--- config.mk ---
export PLATFORM = sky130hd
export DESIGN_NAME = id3_text_to_utf8_top
export DESIGN_NICKNAME = d
export VERILOG_FILES = /design/src/rtl/core/id3u_pkg.sv /design/src/rtl/core/id3_text_to_utf8_top.sv /design/src/rtl/core/id3u_front.sv /design/src/rtl/core/id3u_queue.sv /design/src/rtl/core/id3u_back.sv
export SDC_FILE = /design/constraint.sdc
export NUM_CORES = 1
export LEC_CHECK = 0
export ABC_AREA = 1
export BUFFER_PORTS_ARGS = -buffer_cell sky130_fd_sc_hd__buf_2
export CORE_MARGIN = 5
export CORE_UTILIZATION = 48
export DETAILED_ROUTE_END_ITERATION = 8
export SLEW_MARGIN = 20
export SYNTH_ARGS = -nofsm -noshare
export SYNTH_HDL_FRONTEND = slang
export SYNTH_SLANG_ARGS = --single-unit
--- constraint.sdc ---
create_clock -name clk -period 7 [get_ports clk]
set_input_delay 1.05 -clock clk [delete_from_list [all_inputs] [get_ports clk]]
set_output_delay 1.05 -clock clk [all_outputs]
set_load 0.02 [all_outputs]
--- src/rtl/core/id3u_pkg.sv ---
package id3u_pkg;

    typedef enum logic [1:0] {
        MODE_LATIN1,
        MODE_UTF16LE,
        MODE_UTF16BE,
        MODE_UTF8
    } text_mode_t;

    localparam logic [7:0] SEL_UTF16    = 8'h01;
    localparam logic [7:0] SEL_UTF16BE  = 8'h02;
    localparam logic [7:0] SEL_UTF8     = 8'h03;
    localparam logic [7:0] BOM_FF       = 8'hFF;
    localparam logic [7:0] BOM_FE       = 8'hFE;

    localparam logic [5:0]  SURR_HIGH_TAG = 6'b110110;
    localparam logic [5:0]  SURR_LOW_TAG  = 6'b110111;
    localparam logic [10:0] SUPP_OFFSET   = 11'h040;

    localparam logic [7:0] LEAD2     = 8'hC0;
    localparam logic [7:0] LEAD3     = 8'hE0;
    localparam logic [7:0] LEAD4     = 8'hF0;
    localparam logic [7:0] CONT_MARK = 8'h80;

    localparam logic [12:0] CAP_RESET = 13'd256;
    localparam int          CAP_W     = 13;

    localparam int QUEUE_DEPTH = 4;
    localparam int QPTR_W      = $clog2(QUEUE_DEPTH);

    typedef struct packed {
        logic [7:0] in_byte;
        logic       first_of_frame;
        logic       last_of_frame;
    } in_word_t;

    typedef struct packed {
        logic [7:0] out_byte;
        logic       byte_valid;
        logic       last_of_run;
        logic       end_of_text;
    } out_word_t;

    // up to two code points per input, each with its utf-8 length (0 = unused)
    typedef struct packed {
        logic [20:0] cp_a;
        logic [2:0]  len_a;
        logic [20:0] cp_b;
        logic [2:0]  len_b;
        logic        end_of_text;
    } cmd_t;

    function automatic logic [2:0] cp_len(input logic [20:0] cp);
        logic [2:0] n;
        if (cp < 21'h80) begin
            n = 3'd1;
        end
        else if (cp < 21'h800) begin
            n = 3'd2;
        end
        else if (cp < 21'h10000) begin
            n = 3'd3;
        end
        else begin
            n = 3'd4;
        end
        return n;
    endfunction

    function automatic logic [7:0] utf8_byte(input logic [20:0] cp, input logic [2:0] len,
                                             input logic [1:0] idx);
        logic [7:0] b;
        b = 8'h00;
        case (len)
            3'd1: b = cp[7:0];
            3'd2:
            begin
                case (idx)
                    2'd0:    b = LEAD2 | 8'(cp[10:6]);
                    default: b = CONT_MARK | 8'(cp[5:0]);
                endcase
            end
            3'd3:
            begin
                case (idx)
                    2'd0:    b = LEAD3 | 8'(cp[15:12]);
                    2'd1:    b = CONT_MARK | 8'(cp[11:6]);
                    default: b = CONT_MARK | 8'(cp[5:0]);
                endcase
            end
            3'd4:
            begin
                case (idx)
                    2'd0:    b = LEAD4 | 8'(cp[20:18]);
                    2'd1:    b = CONT_MARK | 8'(cp[17:12]);
                    2'd2:    b = CONT_MARK | 8'(cp[11:6]);
                    default: b = CONT_MARK | 8'(cp[5:0]);
                endcase
            end
            default: b = 8'h00;
        endcase
        return b;
    endfunction

endpackage

--- src/rtl/core/id3_text_to_utf8_top.sv ---
// an accepted byte passes the command queue, the back end's command register and its result register
// before its first result word shows; input side takes one byte per cycle while the 4-entry command queue has room
// output side moves one utf-8 word per cycle while the result is popped or the output register is empty;
// a byte giving n words holds the back end until its last word, and a bare end marker yields one word
// reset: async active low, clears text mode, holds, byte count and queue; capacity returns to 256
module id3_text_to_utf8_top #(
    parameter int MAX_CAPACITY = 4096
) (
    input  logic                clk,
    input  logic                rst_n,
    input  logic                push,
    output logic                full,
    input  id3u_pkg::in_word_t  item,
    output logic                empty,
    input  logic                pop,
    output id3u_pkg::out_word_t result,
    input  logic                cfg_valid,
    output logic                cfg_ready,
    input  logic [12:0]         cfg_data
);
    import id3u_pkg::*;

    logic [12:0] capacity_reg;
    logic        accept;
    logic        cmd_push;
    cmd_t        cmd;
    cmd_t        q_head;
    logic        q_valid;
    logic        q_pop;

    assign cfg_ready = 1'b1;
    assign accept    = push && !full;

    always_ff @(posedge clk or negedge rst_n)
    begin
        if (!rst_n)
        begin
            capacity_reg <= CAP_RESET;
        end
        else if (cfg_valid && cfg_ready)
        begin
            capacity_reg <= cfg_data;
        end
    end

    id3u_front #(
        .MAX_CAPACITY(MAX_CAPACITY)
    ) u_front (
        .clk      (clk),
        .rst_n    (rst_n),
        .accept   (accept),
        .item     (item),
        .capacity (capacity_reg),
        .cmd_push (cmd_push),
        .cmd      (cmd)
    );

    id3u_queue u_queue (
        .clk        (clk),
        .rst_n      (rst_n),
        .push       (cmd_push),
        .push_cmd   (cmd),
        .full       (full),
        .pop        (q_pop),
        .head       (q_head),
        .head_valid (q_valid)
    );

    id3u_back u_back (
        .clk        (clk),
        .rst_n      (rst_n),
        .head       (q_head),
        .head_valid (q_valid),
        .head_pop   (q_pop),
        .result     (result),
        .empty      (empty),
        .pop        (pop)
    );

endmodule

--- src/rtl/core/id3u_front.sv ---
module id3u_front #(
    parameter int MAX_CAPACITY = 4096
) (
    input  logic              clk,
    input  logic              rst_n,
    input  logic              accept,
    input  id3u_pkg::in_word_t item,
    input  logic [12:0]       capacity,
    output logic              cmd_push,
    output id3u_pkg::cmd_t    cmd
);
    import id3u_pkg::*;

    localparam int MAXC_W = $clog2(MAX_CAPACITY + 1);
    localparam int CMP_W  = (MAXC_W > CAP_W + 1) ? MAXC_W : CAP_W + 1;

    text_mode_t  mode_reg, mode_next;
    logic        await_bom_reg, await_bom_next;
    logic [7:0]  held_reg, held_next;
    logic        have_held_reg, have_held_next;
    logic [9:0]  pend_reg, pend_next;
    logic        have_pend_reg, have_pend_next;
    logic [12:0] bw_reg, bw_next;

    logic [CMP_W-1:0] cap_eff;
    logic [12:0]      bw_mid;
    logic             room_bw, room_mid, room_pass;
    logic [15:0]      unit_c;
    logic             is_high, is_low;
    logic [20:0]      pend_cp, comb_cp;

    assign cap_eff   = (CMP_W'(capacity) < CMP_W'(MAX_CAPACITY)) ? CMP_W'(capacity)
                                                                  : CMP_W'(MAX_CAPACITY);
    assign bw_mid    = have_pend_reg ? (bw_reg + 13'd3) : bw_reg;
    assign room_bw   = (CMP_W'(bw_reg) + CMP_W'(4)) < cap_eff;
    assign room_mid  = (CMP_W'(bw_mid) + CMP_W'(4)) < cap_eff;
    assign room_pass = (CMP_W'(bw_reg) + CMP_W'(1)) < cap_eff;
    assign unit_c    = (mode_reg == MODE_UTF16BE) ? {held_reg, item.in_byte}
                                                  : {item.in_byte, held_reg};
    assign is_high   = unit_c[15:10] == SURR_HIGH_TAG;
    assign is_low    = unit_c[15:10] == SURR_LOW_TAG;
    assign pend_cp   = {5'b0, SURR_HIGH_TAG, pend_reg};
    assign comb_cp   = {11'(pend_reg) + SUPP_OFFSET, unit_c[9:0]};

    always_comb
    begin
        logic unit;
        mode_next      = mode_reg;
        await_bom_next = await_bom_reg;
        held_next      = held_reg;
        have_held_next = have_held_reg;
        pend_next      = pend_reg;
        have_pend_next = have_pend_reg;
        bw_next        = bw_reg;
        cmd            = '0;
        cmd_push       = 1'b0;
        unit           = 1'b0;
        if (accept)
        begin
            if (item.first_of_frame)
            begin
                await_bom_next = 1'b0;
                have_held_next = 1'b0;
                have_pend_next = 1'b0;
                if (item.in_byte == SEL_UTF16)
                begin
                    mode_next      = MODE_UTF16LE;
                    await_bom_next = 1'b1;
                end
                else if (item.in_byte == SEL_UTF16BE)
                begin
                    mode_next = MODE_UTF16BE;
                end
                else if (item.in_byte == SEL_UTF8)
                begin
                    mode_next = MODE_UTF8;
                end
                else
                begin
                    mode_next = MODE_LATIN1;
                end
            end
            else if (mode_reg == MODE_UTF8)
            begin
                if (room_pass)
                begin
                    cmd.cp_a  = 21'(item.in_byte);
                    cmd.len_a = 3'd1;
                end
            end
            else if (mode_reg == MODE_LATIN1)
            begin
                if (room_bw)
                begin
                    cmd.cp_a  = 21'(item.in_byte);
                    cmd.len_a = cp_len(21'(item.in_byte));
                end
            end
            else if (!have_held_reg)
            begin
                held_next      = item.in_byte;
                have_held_next = 1'b1;
            end
            else
            begin
                have_held_next = 1'b0;
                unit           = 1'b1;
                if (await_bom_reg)
                begin
                    await_bom_next = 1'b0;
                    if (held_reg == BOM_FF && item.in_byte == BOM_FE)
                    begin
                        mode_next = MODE_UTF16LE;
                        unit      = 1'b0;
                    end
                    else if (held_reg == BOM_FE && item.in_byte == BOM_FF)
                    begin
                        mode_next = MODE_UTF16BE;
                        unit      = 1'b0;
                    end
                end
                if (unit)
                begin
                    if (have_pend_reg && is_low)
                    begin
                        have_pend_next = 1'b0;
                        cmd.cp_a       = comb_cp;
                        cmd.len_a      = 3'd4;
                    end
                    else
                    begin
                        if (have_pend_reg)
                        begin
                            have_pend_next = 1'b0;
                            cmd.cp_a       = pend_cp;
                            cmd.len_a      = 3'd3;
                        end
                        if (room_mid && unit_c != 16'h0000)
                        begin
                            if (is_high && !item.last_of_frame)
                            begin
                                pend_next      = unit_c[9:0];
                                have_pend_next = 1'b1;
                            end
                            else if (cmd.len_a == 3'd0)
                            begin
                                cmd.cp_a  = 21'(unit_c);
                                cmd.len_a = cp_len(21'(unit_c));
                            end
                            else
                            begin
                                cmd.cp_b  = 21'(unit_c);
                                cmd.len_b = cp_len(21'(unit_c));
                            end
                        end
                    end
                end
            end
            if (item.last_of_frame)
            begin
                // unpaired high surrogate flushed at end of payload
                if (have_pend_next)
                begin
                    if (cmd.len_a == 3'd0)
                    begin
                        cmd.cp_a  = pend_cp;
                        cmd.len_a = 3'd3;
                    end
                    else
                    begin
                        cmd.cp_b  = pend_cp;
                        cmd.len_b = 3'd3;
                    end
                end
                await_bom_next = 1'b0;
                have_held_next = 1'b0;
                have_pend_next = 1'b0;
            end
            if (item.first_of_frame)
            begin
                bw_next = 13'd0;
            end
            else
            begin
                bw_next = bw_reg + 13'(cmd.len_a) + 13'(cmd.len_b);
            end
            cmd.end_of_text = item.last_of_frame;
            cmd_push = (cmd.len_a != 3'd0) || (cmd.len_b != 3'd0) || item.last_of_frame;
        end
    end

    always_ff @(posedge clk or negedge rst_n)
    begin
        if (!rst_n)
        begin
            mode_reg      <= MODE_LATIN1;
            await_bom_reg <= 1'b0;
            have_held_reg <= 1'b0;
            have_pend_reg <= 1'b0;
            bw_reg        <= 13'd0;
        end
        else
        begin
            mode_reg      <= mode_next;
            await_bom_reg <= await_bom_next;
            have_held_reg <= have_held_next;
            have_pend_reg <= have_pend_next;
            bw_reg        <= bw_next;
        end
    end

    always_ff @(posedge clk)
    begin
        held_reg <= held_next;
        pend_reg <= pend_next;
    end

endmodule

--- src/rtl/core/id3u_queue.sv ---
module id3u_queue (
    input  logic           clk,
    input  logic           rst_n,
    input  logic           push,
    input  id3u_pkg::cmd_t push_cmd,
    output logic           full,
    input  logic           pop,
    output id3u_pkg::cmd_t head,
    output logic           head_valid
);
    import id3u_pkg::*;

    cmd_t              mem_reg [QUEUE_DEPTH];
    logic [QPTR_W-1:0] wr_ptr_reg, wr_ptr_next;
    logic [QPTR_W-1:0] rd_ptr_reg, rd_ptr_next;
    logic [QPTR_W:0]   count_reg, count_next;

    assign full       = count_reg == (QPTR_W + 1)'(QUEUE_DEPTH);
    assign head_valid = count_reg != '0;
    assign head       = mem_reg[rd_ptr_reg];

    always_comb
    begin
        wr_ptr_next = wr_ptr_reg;
        rd_ptr_next = rd_ptr_reg;
        count_next  = count_reg;
        if (push)
        begin
            wr_ptr_next = (wr_ptr_reg == QPTR_W'(QUEUE_DEPTH - 1)) ? '0 : wr_ptr_reg + 1'b1;
        end
        if (pop)
        begin
            rd_ptr_next = (rd_ptr_reg == QPTR_W'(QUEUE_DEPTH - 1)) ? '0 : rd_ptr_reg + 1'b1;
        end
        if (push && !pop)
        begin
            count_next = count_reg + 1'b1;
        end
        else if (pop && !push)
        begin
            count_next = count_reg - 1'b1;
        end
    end

    always_ff @(posedge clk or negedge rst_n)
    begin
        if (!rst_n)
        begin
            wr_ptr_reg <= '0;
            rd_ptr_reg <= '0;
            count_reg  <= '0;
        end
        else
        begin
            wr_ptr_reg <= wr_ptr_next;
            rd_ptr_reg <= rd_ptr_next;
            count_reg  <= count_next;
        end
    end

    always_ff @(posedge clk)
    begin
        if (push)
        begin
            mem_reg[wr_ptr_reg] <= push_cmd;
        end
    end

    a_no_push_when_full: assert property (@(posedge clk) disable iff (!rst_n)
        push |-> !full) else $error("push into full command queue");
    a_no_pop_when_empty: assert property (@(posedge clk) disable iff (!rst_n)
        pop |-> head_valid) else $error("pop from empty command queue");
    a_count_bound: assert property (@(posedge clk) disable iff (!rst_n)
        count_reg <= (QPTR_W + 1)'(QUEUE_DEPTH)) else $error("command queue overflow");

endmodule

--- src/rtl/core/id3u_back.sv ---
module id3u_back (
    input  logic               clk,
    input  logic               rst_n,
    input  id3u_pkg::cmd_t     head,
    input  logic               head_valid,
    output logic               head_pop,
    output id3u_pkg::out_word_t result,
    output logic               empty,
    input  logic               pop
);
    import id3u_pkg::*;

    cmd_t      cmd_reg, cmd_next;
    logic      busy_reg, busy_next;
    logic [2:0] k_reg, k_next;
    out_word_t res_reg, res_next;
    logic      res_valid_reg, res_valid_next;

    logic [2:0] total, final_k;
    logic       adv, at_final;
    logic [7:0] cur_byte;

    assign total    = cmd_reg.len_a + cmd_reg.len_b;
    assign final_k  = (total == 3'd0) ? 3'd0 : total - 3'd1;
    assign at_final = k_reg == final_k;
    assign adv      = !res_valid_reg || pop;
    assign cur_byte = (k_reg < cmd_reg.len_a)
                    ? utf8_byte(cmd_reg.cp_a, cmd_reg.len_a, k_reg[1:0])
                    : utf8_byte(cmd_reg.cp_b, cmd_reg.len_b, 2'(k_reg - cmd_reg.len_a));
    assign head_pop = head_valid && (!busy_reg || (adv && at_final));
    assign result   = res_reg;
    assign empty    = !res_valid_reg;

    always_comb
    begin
        cmd_next       = cmd_reg;
        busy_next      = busy_reg;
        k_next         = k_reg;
        res_next       = res_reg;
        res_valid_next = res_valid_reg;
        if (adv)
        begin
            res_valid_next = busy_reg;
            if (busy_reg)
            begin
                res_next.out_byte    = (total == 3'd0) ? 8'h00 : cur_byte;
                res_next.byte_valid  = total != 3'd0;
                res_next.last_of_run = at_final;
                res_next.end_of_text = cmd_reg.end_of_text;
                if (at_final)
                begin
                    busy_next = 1'b0;
                end
                else
                begin
                    k_next = k_reg + 3'd1;
                end
            end
        end
        if (head_pop)
        begin
            cmd_next  = head;
            busy_next = 1'b1;
            k_next    = 3'd0;
        end
    end

    always_ff @(posedge clk or negedge rst_n)
    begin
        if (!rst_n)
        begin
            busy_reg      <= 1'b0;
            k_reg         <= 3'd0;
            res_valid_reg <= 1'b0;
        end
        else
        begin
            busy_reg      <= busy_next;
            k_reg         <= k_next;
            res_valid_reg <= res_valid_next;
        end
    end

    always_ff @(posedge clk)
    begin
        cmd_reg <= cmd_next;
        res_reg <= res_next;
    end

    a_index_in_run: assert property (@(posedge clk) disable iff (!rst_n)
        busy_reg |-> k_reg <= final_k) else $error("byte index past end of run");
    a_run_bound: assert property (@(posedge clk) disable iff (!rst_n)
        busy_reg |-> (cmd_reg.len_a <= 3'd4 && cmd_reg.len_b <= 3'd4 && total <= 3'd6))
        else $error("command expands past six bytes");
    a_marker_alone: assert property (@(posedge clk) disable iff (!rst_n)
        (res_valid_reg && !res_reg.byte_valid) |-> (res_reg.last_of_run && res_reg.end_of_text))
        else $error("end marker inside a run");
    a_marker_needs_end: assert property (@(posedge clk) disable iff (!rst_n)
        (busy_reg && total == 3'd0) |-> cmd_reg.end_of_text)
        else $error("empty command without end of text");

endmodule
* Word-level counts from Yosys, hierarchy flattened *
Memory sizes are Yosys's and may differ from the RTL's. A register that Yosys moved wholly into a read port is not among the register bits.
Index checks and enable logic that the tools add are counted.

operators by class
  $add $sub $neg = 15
  order comparisons = 8
  eq/ne operators = 32
  muxes and demuxes = 101
  bitwise operators = 5
  reduce and logical (&&, ||, !) cells = 45

operators by type and width
  operator                                              count
  2-to-1 mux 48 bit                                     9
  2-to-1 mux 24 bit                                     16
  one-hot mux 8 bit (4 select lines)                    2
  2-to-1 mux 49 bit                                     1
  < comparator 14 bit                                   3
  one-hot mux 7 bit (3 select lines)                    2
  2-to-1 mux 13 bit                                     3
  2-to-1 mux 19 bit                                     2
  2-to-1 mux 1 bit                                      37
  equality test 8 bit, second input constant            4
  adder 13 x 3 -> 14 bit, second input constant         2
  one-hot mux 7 bit (2 select lines)                    2
  adder 13 x 3 -> 13 bit                                2
  2-to-1 mux 2 bit                                      13
  2-to-1 mux 3 bit                                      8
  2-to-1 mux 11 bit                                     2
  nonzero test 3 bit                                    6
  equality test 8 x 2 -> 1 bit, second input constant   2
  < comparator 16 x 12 -> 1 bit, second input constant  1
  < comparator 16 x 8 -> 1 bit, second input constant   1
  2-to-1 mux 16 bit                                     1
  nonzero test 16 bit                                   1
  adder 13 x 1 -> 14 bit, second input constant         1
  2-to-1 mux 7 bit                                      2
  other kinds (35)                                      83

word-level totals
  bits in registers = 72
  bits in writable memories = 196
  output and inout bits = 14
  word-level logic and storage cells = 225
  memories = 1

memories
  memory           words  width  read ports  clocked after Yosys merged registers in  wr ports  line              text
  u_queue.mem_reg  4      49     1           1                                        1         id3u_queue.sv:13  cmd_t mem_reg [QUEUE_DEPTH];

* Longest topological paths before layout *
  depth in word-level cells = 40
  gate-level depth with buffers = 44
  depth with buffers taken out = 43

* Hierarchy *
Synthesis repeated with hierarchy kept, for this count alone.

unflattened totals
  cells, all modules = 1,884
  area total of the unflattened synthesis = 17,750.8 µm²

modules (own cells, without submodules)
  module                times used  cells an instance  area an instance (µm²)
  id3u_queue            1           625                8,539.4
  id3u_front            1           807                5,098.6
  id3u_back             1           393                3,598.5
  id3_text_to_utf8_top  1           59                 514.2

* Worst setup path after synthesis *
No wires, ideal clock.

  path kind = register to register
  start point = register u_front.bw_reg[0]
  end point = memory u_queue.mem_reg[0][0] (netlist name) (enable)
  data arrival time = 4.900 ns
  setup slack = 1.657 ns
  cell stages (with the launch flop) = 29
  period minus slack after synthesis = 5.343 ns
  path through = dfrtp_1 -> inv_1 -> ha_1 -> inv_1 -> nand2_1 -> nand2_1 -> o21a_1 -> ha_1 -> nand3_1 -> nor2_1 -> nand2_1 -> xor2_1 -> inv_1 -> ha_1 -> inv_1 -> o31a_1 -> nand2_1 -> nand2_1 -> nand2_1 -> nand2_1 -> nand3_2 -> buf_6 -> nand2_4 -> nand3_2 -> nand2_2 -> nand2_4 -> nand4_1 -> nand2_2 -> nor2_1

on the way
  word-level cells in the longest chain between the ends = 24
  elaborated cells on any way between the ends = 43
  those cells by class = add/sub (4); order compare (3); mux (30); reduce/logical (6)

ends and longest elaborated chain
  item                                        line               text
  start: declaration                          id3u_front.sv:23   logic [12:0] bw_reg, bw_next;
  start signal: assignment                    id3u_front.sv:208  bw_reg <= bw_next;
  adder 13 x 2 -> 13 bit                      id3u_front.sv:34   assign bw_mid = have_pend_reg ? (bw_reg + 13'd3) : bw_reg;
  2-to-1 mux 13 bit                           id3u_front.sv:34
  adder 13 x 3 -> 14 bit                      id3u_front.sv:36   assign room_mid = (CMP_W'(bw_mid) + CMP_W'(4)) < cap_eff;
  < comparator 14 bit                         id3u_front.sv:36
  logical AND 1 bit                           id3u_front.sv:138  if (room_mid && unit_c != 16'h0000)
  2-to-1 mux 48 bit                           id3u_front.sv:138
  2-to-1 mux 24 bit                           id3u_front.sv:124  if (have_pend_reg && is_low)
  2-to-1 mux 48 bit                           id3u_front.sv:122  if (unit)
  (+7 left out)                               n/a
  2-to-1 mux 48 bit                           id3u_front.sv:162  if (have_pend_next)
  2-to-1 mux 48 bit (*)                       id3u_front.sv:159  if (item.last_of_frame)
  2-to-1 mux 48 bit (*)                       id3u_front.sv:58   if (accept)
  nonzero test 3 bit                          id3u_front.sv:188  cmd_push = (cmd.len_a != 3'd0) || (cmd.len_b != 3'd0) || item.last_of_frame;
  logical OR 1 bit (*) (2 in series)          id3u_front.sv:188
  2-to-1 mux 1 bit (*)                        id3u_front.sv:58
  2-to-1 mux 1 bit (*)                        id3u_queue.sv:63   if (push)
  2-to-1 mux 1 bit (implied by the code) (*)  id3u_queue.sv:65   mem_reg[wr_ptr_reg] <= push_cmd;
  end: declaration                            id3u_queue.sv:13

Mark *: on every way between the ends. The rest lies on a longest branch, timed or not. The select of a mux whose other input is x is not followed.

* Worst setup path after layout *
  start point = register u_front.bw_reg[0]
  end point = register u_front.bw_reg[11]

on the way
  word-level cells in the longest chain between the ends = 21
  elaborated cells on any way between the ends = 39
  those cells by class = add/sub (6); order compare (3); mux (28); reduce/logical (2)

ends and longest elaborated chain
  item                        line               text
  adder 13 x 2 -> 13 bit      id3u_front.sv:34
  2-to-1 mux 13 bit           id3u_front.sv:34
  adder 13 x 3 -> 14 bit      id3u_front.sv:36
  < comparator 14 bit         id3u_front.sv:36
  logical AND 1 bit           id3u_front.sv:138
  2-to-1 mux 48 bit           id3u_front.sv:138
  2-to-1 mux 24 bit           id3u_front.sv:124
  2-to-1 mux 48 bit           id3u_front.sv:122
  (+5 left out)               n/a
  zero test 3 bit             id3u_front.sv:164  if (cmd.len_a == 3'd0)
  2-to-1 mux 24 bit           id3u_front.sv:164
  2-to-1 mux 48 bit           id3u_front.sv:162
  2-to-1 mux 48 bit           id3u_front.sv:159
  2-to-1 mux 48 bit           id3u_front.sv:58
  adder 13 x 3 -> 13 bit      id3u_front.sv:185  bw_next = bw_reg + 13'(cmd.len_a) + 13'(cmd.len_b);
  adder 13 x 3 -> 13 bit (*)  id3u_front.sv:185
  2-to-1 mux 13 bit (*)       id3u_front.sv:179  if (item.first_of_frame)

Marks and branches as above.
A chain may end at the register's enable or synchronous reset.

==> out/metrics.cfg <==
[worst_setup_path]
critPathSlowestCell=dfrtp_1
endpoint_kind=flip-flop
cpMostUsedCell=nand2_1
rr_worst_depth=35
reg2reg_to=u_front.bw_reg[11]
ff2ff_setup_slack_ps=1040
crit_path_start_kind=flip-flop
required_ps=7480
rr_startpoint=u_front.bw_reg[0]
critPathKind=reg2reg
path_max_fanout=20
worstPathArrival_ps=6440
cp_slowest_stage_delay_ps=480

[cts]
cts_buffers=31
clk-insertion-delay-late_ps=560
cts_max_level=1
clk_pin_slew_ps=60
cts_setup_buffers=0
clk_path_buf_depth=3
cts-root-buf=clkbuf_16
cts_hold_buf=0
cts_tree=done
cts.sinks=287
cts_resized=0

[sta]
setup-violations-final=0
period_minus_slack_ps=5960
skew_ps=18.5
finalHoldViolations=0
final.setup.tns_ps=0
finalCritPeriodShare_pct=85.2
timing.fmax_mhz=168
slew_viol_final=0
max_slew_margin_pct=30.0
rsz0062_at_grt=no
worst_slew_pin_slew_ps=1040

[yosys]
syn_nets=1642
ys_warn_count=0
netlist.area_leader.share_pct=48.3
synth_seq_cells=287
yosys.area.top_type=edfxtp_1
yosysSeqAreaShare_pct=55.4
ys_types=55
avgSynthCellArea_um2=9.83
synth_area_mm2=0.0152
netlist_top_cells_count=244 x edfxtp_1, 199 x nor2_1, 195 x nand2_1, 162 x o21ai_0, 157 x inv_1
synth_edf_count=244
yosys_most_used_dff=edfxtp_1
syn_inst=1544
async_flop_share_pct=15.0
synth_area_leaders=edfxtp_1 48%, dfrtp_1 6.9%, ha_1 5.4%, o21ai_0 5.3%, nor2_1 4.9%
synth_most_common_cell=edfxtp_1

[floorplan]
start_util_pct=48.3
io_pins=42
die-area_mm2=0.0353
die_height_um=188
core_area_mm2=0.0314
die_w_um=188
fp-row-count=65

[hold_path]
worstHoldStart=u_back.cmd_reg[0]
whs_path_depth=0
min_to=u_back.result[0]
hold_class=reg2reg

[route]
vias_per_cell=5.57
dr.pass1.iters=7
drt_iter0_drc=970
drc=0
ant_nets=0
wl_um=37000
wl_per_cell_um=18.5
vias=11200

[layout]
drive_gt1_share_pct=10.6
n_antenna_cell=0
largest_reg_flops=172
area_delta_synth_final_pct=10.7
nets=1673

[grt]
antenna_found_initial=0
grt_pass1_wl_um=58900
track_usage_pct=20.6
grt_pass1_vias=10800
grt_max_degree=72
gr-total-overflow=0

[power_and_ir_drop]
total_power_mw=6.73
powerDensity_mw_per_mm2=401
p_leak_nw=6.66
ir_worst_vdd_uv=240

[place]
io_buffers=40
place.gp.congestion=0.929
dp_hpwl_um=26300

[status]
status=finished clean

[flow_run]
maxCapViolCount=0

[kinds of logic (layout without fill, tap and decap cells)]
| logic type | count (synthesis) | after routing | share of synthesized area, % |
|---|---|---|---|
| compound gates | 368 | 368 | 13.7 |
| xor+xnor | 36 | 36 | 2.13 |
| fa+ha+maj | 70 | 70 | 5.97 |
| buf+inv | 226 | 282 | 5.95 |
| flops | 287 | 287 | 55.4 |
| mux | 14 | 14 | 1.04 |
| other cells | 1 | 1 | 0.0247 |
| simple gates | 542 | 542 | 15.7 |
[per-stage QoR]
stage	setup slack (ps)	util, %	hold slack (ps)	std cells	instance area (µm²)
global route	398	53.5	468	2002	16800
detailed placement	1090	50.3	448	1944	15800
floorplan	1660	-	400	1544	15200
global placement	1280	50.3	423	1944	15800
CTS	1050	53.5	472	2002	16800
finish	1040	53.5	463	2002	16800
[power by group]
group	leakage [nW]	total, mW	switching [mW]	internal [mW]
sequential	2.83	2.69	0.210	2.48
combinational	3.34	2.45	1.72	0.733
clock	0.484	1.59	0.661	0.929
total	6.66	6.73	2.59	4.14
[worst max-delay path by stage]
stage                      startpoint                     to  slack, ps  depth (start not counted)
global placement    u_front.bw_reg[0]      u_front.bw_reg[7]       1280                         35
detailed placement  u_front.bw_reg[0]     u_front.bw_reg[11]       1090                         35
finish              u_front.bw_reg[0]     u_front.bw_reg[11]       1040                         35
CTS                 u_front.bw_reg[0]     u_front.bw_reg[11]       1050                         35
floorplan           u_front.bw_reg[0]  u_queue.mem_reg[0][0]       1660                         28
global route        u_front.bw_reg[0]     u_front.bw_reg[11]        400                         35
[layout by cell type, fill, tap and decap left out, drive strengths merged, types with 2 or more instances in the layout]
cell	count
a211oi	3
a21o	3
a21oi	78
a31oi	11
buf	58
bufinv	3
clkbuf	35
clkinv	20
dfrtp	42
edfxtp	244
fa	4
ha	66
inv	165
mux2	14
nand2	209
nand3	70
nand4	15
nor2	209
nor3	30
nor3b	2
nor4	6
o2111ai	2
o211ai	18
o21a	3
o21ai	178
o221ai	9
o22ai	51
o31ai	2
o41ai	3
xnor2	6
xor2	30
[layer usage]
| metal | vias to the layer above | track usage [%] | wire length (µm) |
|---|---|---|---|
| met5 | - | 0 | 0 |
| met4 | 0 | 5.00 | 729 |
| met3 | 55 | 2.49 | 2010 |
| met2 | 300 | 34.8 | 17600 |
| met1 | 5317 | 28.7 | 16700 |
| li1 | 5483 | - | - |
[layout make-up]
class | instances | area, µm²
inverter | 166 | 628
multi-input combinational | 1031 | 5910
timing repair buffer | 58 | 350
clock buffer | 35 | 801
fill | 2840 | 14600
sequential | 287 | 8410
clock inverter | 23 | 193
tap | 402 | 503
[worst max-delay path, delay by kind of cell (launching register included)]
family,cells,cell delay (ps)
xor gates and xnor gates,1,160
buffers and inverters,7,740
adders and majority gates,6,1790
and+or+nand+nor,16,1810
AOI/OAI and AO/OA,5,910
DFF,1,480
Note: power is estimated with default switching activity, not from simulation.
